===== src/design/tprg_pkg.sv =====
// ----------------------------------------------------------------------------
// tprg_pkg
// Shared types and constants of the test pattern run generator: line region
// codes, raster geometry, palette and the controller/datapath interface.
// ----------------------------------------------------------------------------
package tprg_pkg;

	// raster geometry
	localparam logic [8:0] GUARD_ROWS      = 9'd4;
	localparam logic [8:0] INSET_ROWS      = 9'd12;
	localparam logic [8:0] BOTTOM_GUARD_Y  = 9'd476;
	localparam logic [8:0] BOTTOM_INSET_Y  = 9'd468;
	localparam logic [8:0] RAMP_Y          = 9'd320;
	localparam logic [8:0] GREEN_Y         = 9'd352;
	localparam logic [8:0] BLUE_Y          = 9'd384;
	localparam logic [8:0] CHECK_Y         = 9'd416;

	// run lengths
	localparam logic [9:0] LEN_LINE        = 10'd640;
	localparam logic [9:0] LEN_GUARD       = 10'd4;
	localparam logic [9:0] LEN_BORDER      = 10'd8;
	localparam logic [9:0] LEN_WIDE_BORDER = 10'd632;
	localparam logic [9:0] LEN_BAR         = 10'd77;
	localparam logic [9:0] LEN_RAMP_EVEN   = 10'd39;
	localparam logic [9:0] LEN_RAMP_ODD    = 10'd38;
	localparam logic [9:0] LEN_SQUARE      = 10'd16;
	localparam logic [9:0] LEN_TAIL        = 10'd8;

	// colors, rgb444 with red in the low nibble
	localparam logic [11:0] RGB_BLACK  = 12'h000;
	localparam logic [11:0] RGB_BORDER = 12'hf0f;
	localparam logic [11:0] RGB_WHITE  = 12'hfff;

	// buffer capacity
	localparam logic [7:0] MIN_WORDS        = 8'd65;
	localparam logic [7:0] BUF_WORDS_RESET  = 8'd65;

	// index of the checkerboard tail run within the content
	localparam logic [5:0] CHECK_TAIL_IDX = 6'd38;

	// line region codes
	localparam logic [2:0] REG_BLANK  = 3'd0;
	localparam logic [2:0] REG_BORDER = 3'd1;
	localparam logic [2:0] REG_BARS   = 3'd2;
	localparam logic [2:0] REG_RAMP   = 3'd3;
	localparam logic [2:0] REG_CHECK  = 3'd4;
	localparam logic [2:0] REG_ERROR  = 3'd5;

	// controller to datapath commands
	typedef struct packed {
		logic load;
		logic emit;
	} tprg_cmd_t;

	// datapath to controller status
	typedef struct packed {
		logic last;
	} tprg_stat_t;

	// color bar palette
	function automatic logic [11:0] bar_rgb(input logic [2:0] idx);
		logic [11:0] c;
		unique case (idx)
			3'd0:    c = 12'hfff;
			3'd1:    c = 12'h0ff;
			3'd2:    c = 12'hff0;
			3'd3:    c = 12'h0f0;
			3'd4:    c = 12'hf0f;
			3'd5:    c = 12'h00f;
			3'd6:    c = 12'hf00;
			default: c = 12'h000;
		endcase
		return c;
	endfunction

endpackage


===== src/design/tprg_dp.sv =====
// ----------------------------------------------------------------------------
// tprg_dp
// Datapath: latches the line and its region, keeps the run index and builds
// each run's color, length and end-of-line fields into the output register.
// ----------------------------------------------------------------------------
module tprg_dp
	import tprg_pkg::*;
(
	input  logic        clk,
	input  logic        arst_n,
	input  tprg_cmd_t   cmd,
	output tprg_stat_t  stat,
	input  logic [8:0]  line_number,
	input  logic [7:0]  buffer_words,
	output logic [11:0] run_color,
	output logic [9:0]  run_length,
	output logic        line_last,
	output logic        align_kind,
	output logic [6:0]  words_used,
	output logic        line_error
);

	logic [8:0]  line_q;
	logic [2:0]  region_q;
	logic [5:0]  idx_q;
	logic [2:0]  region_d;

	logic [11:0] color_d;
	logic [9:0]  len_d;
	logic [5:0]  cnt;
	logic [6:0]  words_d;
	logic        align_d;
	logic        last_d;
	logic [5:0]  k;
	logic [8:0]  check_row;

	logic [11:0] color_q;
	logic [9:0]  len_q;
	logic        last_q;
	logic        align_q;
	logic [6:0]  words_q;
	logic        err_q;

	// region of the incoming line
	always_comb begin
		if (buffer_words < MIN_WORDS) begin
			region_d = REG_ERROR;
		end else if (line_number < GUARD_ROWS || line_number >= BOTTOM_GUARD_Y) begin
			region_d = REG_BLANK;
		end else if (line_number < INSET_ROWS || line_number >= BOTTOM_INSET_Y) begin
			region_d = REG_BORDER;
		end else if (line_number < RAMP_Y) begin
			region_d = REG_BARS;
		end else if (line_number < CHECK_Y) begin
			region_d = REG_RAMP;
		end else begin
			region_d = REG_CHECK;
		end
	end

	// line, region and run index
	always_ff @(posedge clk or negedge arst_n) begin
		if (!arst_n) begin
			idx_q    <= '0;
			region_q <= REG_BLANK;
		end else if (cmd.load) begin
			idx_q    <= '0;
			region_q <= region_d;
		end else if (cmd.emit) begin
			idx_q    <= idx_q + 6'd1;
		end
	end

	always_ff @(posedge clk) begin
		if (cmd.load) line_q <= line_number;
	end

	// run count and line close per region
	always_comb begin
		unique case (region_q)
			REG_BLANK:  begin cnt = 6'd1;  words_d = 7'd2;  align_d = 1'b0; end
			REG_BORDER: begin cnt = 6'd3;  words_d = 7'd5;  align_d = 1'b0; end
			REG_BARS:   begin cnt = 6'd12; words_d = 7'd19; align_d = 1'b1; end
			REG_RAMP:   begin cnt = 6'd20; words_d = 7'd31; align_d = 1'b1; end
			REG_CHECK:  begin cnt = 6'd43; words_d = 7'd65; align_d = 1'b0; end
			default:    begin cnt = 6'd1;  words_d = 7'd0;  align_d = 1'b0; end
		endcase
	end

	assign last_d    = (idx_q == cnt - 6'd1);
	assign stat.last = last_d;
	assign k         = idx_q - 6'd2;
	assign check_row = line_q - CHECK_Y;

	// current run
	always_comb begin
		color_d = RGB_BLACK;
		len_d   = LEN_GUARD;
		unique case (region_q) inside
			REG_BLANK: begin
				len_d = LEN_LINE;
			end
			REG_BORDER: begin
				if (idx_q == 6'd1) begin
					color_d = RGB_BORDER;
					len_d   = LEN_WIDE_BORDER;
				end
			end
			REG_BARS, REG_RAMP, REG_CHECK: begin
				if (idx_q == 6'd0 || idx_q == cnt - 6'd1) begin
					color_d = RGB_BLACK;
					len_d   = LEN_GUARD;
				end else if (idx_q == 6'd1 || idx_q == cnt - 6'd2) begin
					color_d = RGB_BORDER;
					len_d   = LEN_BORDER;
				end else if (region_q == REG_BARS) begin
					color_d = bar_rgb(k[2:0]);
					len_d   = LEN_BAR;
				end else if (region_q == REG_RAMP) begin
					len_d = k[0] ? LEN_RAMP_ODD : LEN_RAMP_EVEN;
					if (line_q < GREEN_Y)      color_d = {8'h00, k[3:0]};
					else if (line_q < BLUE_Y)  color_d = {4'h0, k[3:0], 4'h0};
					else                       color_d = {k[3:0], 8'h00};
				end else begin
					color_d = (k[0] ^ check_row[4]) ? RGB_WHITE : RGB_BLACK;
					len_d   = (k == CHECK_TAIL_IDX) ? LEN_TAIL : LEN_SQUARE;
				end
			end
			default: begin
				color_d = RGB_BLACK;
				len_d   = '0;
			end
		endcase
	end

	// output word register
	always_ff @(posedge clk) begin
		if (cmd.emit) begin
			color_q <= color_d;
			len_q   <= len_d;
			last_q  <= last_d;
			align_q <= last_d ? align_d : 1'b0;
			words_q <= last_d ? words_d : 7'd0;
			err_q   <= (region_q == REG_ERROR);
		end
	end

	assign run_color  = color_q;
	assign run_length = len_q;
	assign line_last  = last_q;
	assign align_kind = align_q;
	assign words_used = words_q;
	assign line_error = err_q;

endmodule

===== config.mk =====
export PLATFORM = sky130hd
export DESIGN_NAME = tprg_dp
export DESIGN_NICKNAME = d
export VERILOG_FILES = /design/src/design/tprg_pkg.sv /design/src/design/tprg_dp.sv
export SDC_FILE = /design/constraint.sdc
export NUM_CORES = 1
export LEC_CHECK = 0
export ABC_AREA = 1
export BUFFER_PORTS_ARGS = -buffer_cell sky130_fd_sc_hd__buf_4
export CAP_MARGIN = 20
export CELL_PAD_IN_SITES_DETAIL_PLACEMENT = 1
export CELL_PAD_IN_SITES_GLOBAL_PLACEMENT = 1
export CORE_ASPECT_RATIO = 0.6
export CORE_MARGIN = 8
export CORE_UTILIZATION = 44
export CTS_BUF_LIST = sky130_fd_sc_hd__clkbuf_16
export DETAILED_ROUTE_END_ITERATION = 7
export PLACE_DENSITY = 0.82
export SLEW_MARGIN = 5
export SYNTH_ARGS = -nofsm -noshare
export SYNTH_HDL_FRONTEND = slang
export SYNTH_SLANG_ARGS = --single-unit

===== constraint.sdc =====
create_clock -name clk -period 3.2 [get_ports clk]
set_input_delay 0.48 -clock clk [delete_from_list [all_inputs] [get_ports clk]]
set_output_delay 0.48 -clock clk [all_outputs]
set_load 0.01 [all_outputs]

==> results.sh <==
export IMPL_status="finished, final reports clean"
export IMPL_fill_cells=703
export IMPL_clk_path_buf_depth=2
export IMPL_rr_startpoint="region_q[2]$_DFFE_PN0P_"
export IMPL_synthCells=306
export IMPL_hold_viol=0
export IMPL_p_per_area_nw_per_um2=517
export IMPL_ant_nets=0
export IMPL_grt_overflow_total=0
export IMPL_clkLatencyLatePin_ps=280
export IMPL_fmax_mhz=354
export IMPL_setup_viol=0
export IMPL_drive_gt1_share_pct=23.6
export IMPL_rsz0062_at_grt="no"
export IMPL_track_usage_pct=17.2
export IMPL_synth_warnings=0
export IMPL_coreArea_um2=5680
export IMPL_start_kind="flop"
export IMPL_antenna_found_initial=0
export IMPL_layout_min_cycle_time_ps=2830
export IMPL_cts_root_buf="clkbuf_16"
export IMPL_drc=0
export IMPL_grt_pass1_vias=2350
export IMPL_n_antenna_cell=0
export IMPL_area_growth_pct=21.7
export IMPL_p_sw_share_pct=31.5
export IMPL_synth_cell_type_count=34
export IMPL_core_rowCount=21
export IMPL_cts_tree="built"
export IMPL_arrival_ps=2350
export IMPL_die_area_um2=8760
export IMPL_crit_fanout=9
export IMPL_mostFrequentLayoutCell="nand2_1"
export IMPL_dieHeight_um=75.8
export IMPL_drt_iter0_markers=149
export IMPL_clkPwrFrac_pct=29.0
export IMPL_synth_top_cell_area_share_pct=40.1
export IMPL_fin_skew_ps=2.75
export IMPL_seq_power_share_pct=42.9
export IMPL_synth_area_um2=2620
export IMPL_routed_wl_mm=7.24
export IMPL_vias_per_cell=5.28
export IMPL_ys_seq_area_share_pct=48.7
export IMPL_p_sw_w=0.000519
export IMPL_maxSlewHeadroom_pct=65.1
export IMPL_cts_resized=0
export IMPL_portBuffers=49
export IMPL_reg2regPathDepth=13
export IMPL_dp_hpwl_mm=5.67
export IMPL_power_share_combinational_pct=28.1
export IMPL_avgSynthCellArea_um2=8.57
export IMPL_cp_data_required_time_ps=2720
export IMPL_crit_type="reg2out"
export IMPL_hold_class="in2async"
export IMPL_grt_max_degree=37
export IMPL_period_share_pct=88.4
export IMPL_num_vias=2303
export IMPL_hold_ws_ps=12.6
export IMPL_worstSetupEndpointType="output pin"
export IMPL_cts_num_sinks=44
export IMPL_htreeDepth=2
export IMPL_start_util_pct=46.2
export IMPL_vdd_drop_max_v=0.000223
export IMPL_r2r_end="run_length[0]$_DFFE_PP_"
export IMPL_final_cell_mix="84 x nand2_1, 50 x buf_4, 35 x edfxtp_1, 26 x nor2_1, 21 x inv_1"
export IMPL_internal_power_w=0.00113
export IMPL_drtPass1Iterations=4
export IMPL_layout_nets=384
export IMPL_synth_top_cell_by_area="edfxtp_1"
export IMPL_synth_area_leaders="edfxtp_1 40%, nand2_1 12%, dfrtp_1 8.6%"
export IMPL_numCtsBuffers=5
export IMPL_tightest_slew_ps=522
export IMPL_power_leakage_nw=1.49
export IMPL_ys_ff_latch=44
export IMPL_r2r_slack_ps=490
export IMPL_wl_per_cell_um=16.6
export IMPL_cts_hold_buf=0
export IMPL_report_final_slew_viol_count=0
export IMPL_drv_cap=0
export IMPL_die_w_um=116
export IMPL_grt_pass1_wl_mm=11.8
export IMPL_post_cts_setup_buffers=0
export IMPL_gp_congestion=0.839
export IMPL_setup_tns_ps=0
export IMPL_io_pins=54
export IMPL_clk_pin_slew_ps=60
-- layer usage --
| layer | up-vias | part of all wire [%] | GRT usage [%] |
|---|---|---|---|
| li1 | 1139 | - | - |
| met3 | 2 | 7.6 | 4.19 |
| met2 | 74 | 44 | 27.6 |
| met1 | 1088 | 48 | 23.5 |
| met4 | 0 | 0.18 | 2.43 |
| met5 | - | 0 | 0 |
-- registers in the layout (all words and copies together) (netlist names) --
| signal | cells |
|---|---|
| line_q | 5 |
| align_kind | 1 |
| line_last | 1 |
| run_length | 9 |
| words_used | 6 |
| region_q | 3 |
| idx_q | 6 |
| line_error | 1 |
| run_color | 12 |
-- critical path: stages (launching register included) --
cell and delay (ps):
dfrtp_1 600, inv_4 120, nand2_1 160, nand2_2 120, ha_1 260, nand2_1 100, nand2_1 50, nand2_1 90
nor2_1 60, nor2_2 140, nand3_4 150, inv_1 100, buf_4 120
-- cell families after synthesis --
family,Yosys count,synth area share (%)
buf+inv,33,5.54
fa+ha+maj,8,3.82
flops,44,48.7
simple gates,177,31.9
xor+xnor,4,1.34
compound gates,39,8.54
other cells,1,0.143
-- cell type report --
class / instances / area [µm²] / share of cell area [%]
inverters: 24 / 95.1 / 2.98
multi-input cells: 230 / 1200 / 37.7
repair buffers: 50 / 375 / 11.8
well taps: 80 / 100 / 3.14
clock inverters: 3 / 15.0 / 0.471
clock buffers: 5 / 125 / 3.92
flip-flops and latches: 44 / 1280 / 40.0
-- power by group through the flow --
stage	Sequential, W	Clock (W)	Combinational [W]
floorplan	0.000728	0	0.000284
global placement	0.000714	0	0.000444
detailed placement	0.000719	0	0.000460
CTS	0.000708	0.000486	0.000466
global route	0.000713	0.000512	0.000518
finish	0.000707	0.000479	0.000463
-- stage by stage --
stage / setup WS, ps / power, W / area [µm²] / utilization (%) / cells
after floorplan: 1020 / 0.00101 / 2630 / - / 307
after global placement: 587 / 0.00116 / 3050 / 53.7 / 428
after detailed placement: 548 / 0.00118 / 3050 / 53.7 / 428
after CTS: 357 / 0.00166 / 3190 / 56.2 / 436
after global routing: 179 / 0.00174 / 3190 / 56.2 / 436
final: 372 / 0.00165 / 3190 / 56.2 / 436
-- worst max path at each step --
stage	startpoint	to	slack (ps)	depth (start not counted)
global route	region_q[2]$_DFFE_PN0P_	stat	180	12
CTS	region_q[2]$_DFFE_PN0P_	stat	360	12
global placement	region_q[2]$_DFFE_PN0P_	run_color[6]$_DFFE_PP_	590	13
detailed placement	region_q[2]$_DFFE_PN0P_	run_length[5]$_DFFE_PP_	550	14
floorplan	region_q[1]$_DFFE_PN0P_	stat	1020	12
finish	region_q[2]$_DFFE_PN0P_	stat	370	12
-- synthesized netlist by cell type --
cell type	count
o21ai_2	1
nor2_2	8
o311ai_0	1
nand3_1	20
nand3b_1	2
inv_2	2
nand2_1	84
conb_1	1
nor3_1	6
inv_1	20
nor2_1	26
edfxtp_1	35
dfrtp_1	9
a21oi_1	13
buf_2	1
o221ai_1	1
o31ai_1	6
and2_0	1
nand2_4	2
nand3_4	1
nand3_2	1
xnor2_1	2
inv_4	2
buf_4	4
ha_1	8
xor2_1	2
or2_2	4
nor2_4	2
nand2_2	5
nor4_1	1
clkbuf_1	4
nand4_1	14
o21a_1	1
o21ai_0	16
Power figures use the tool's default switching activity.
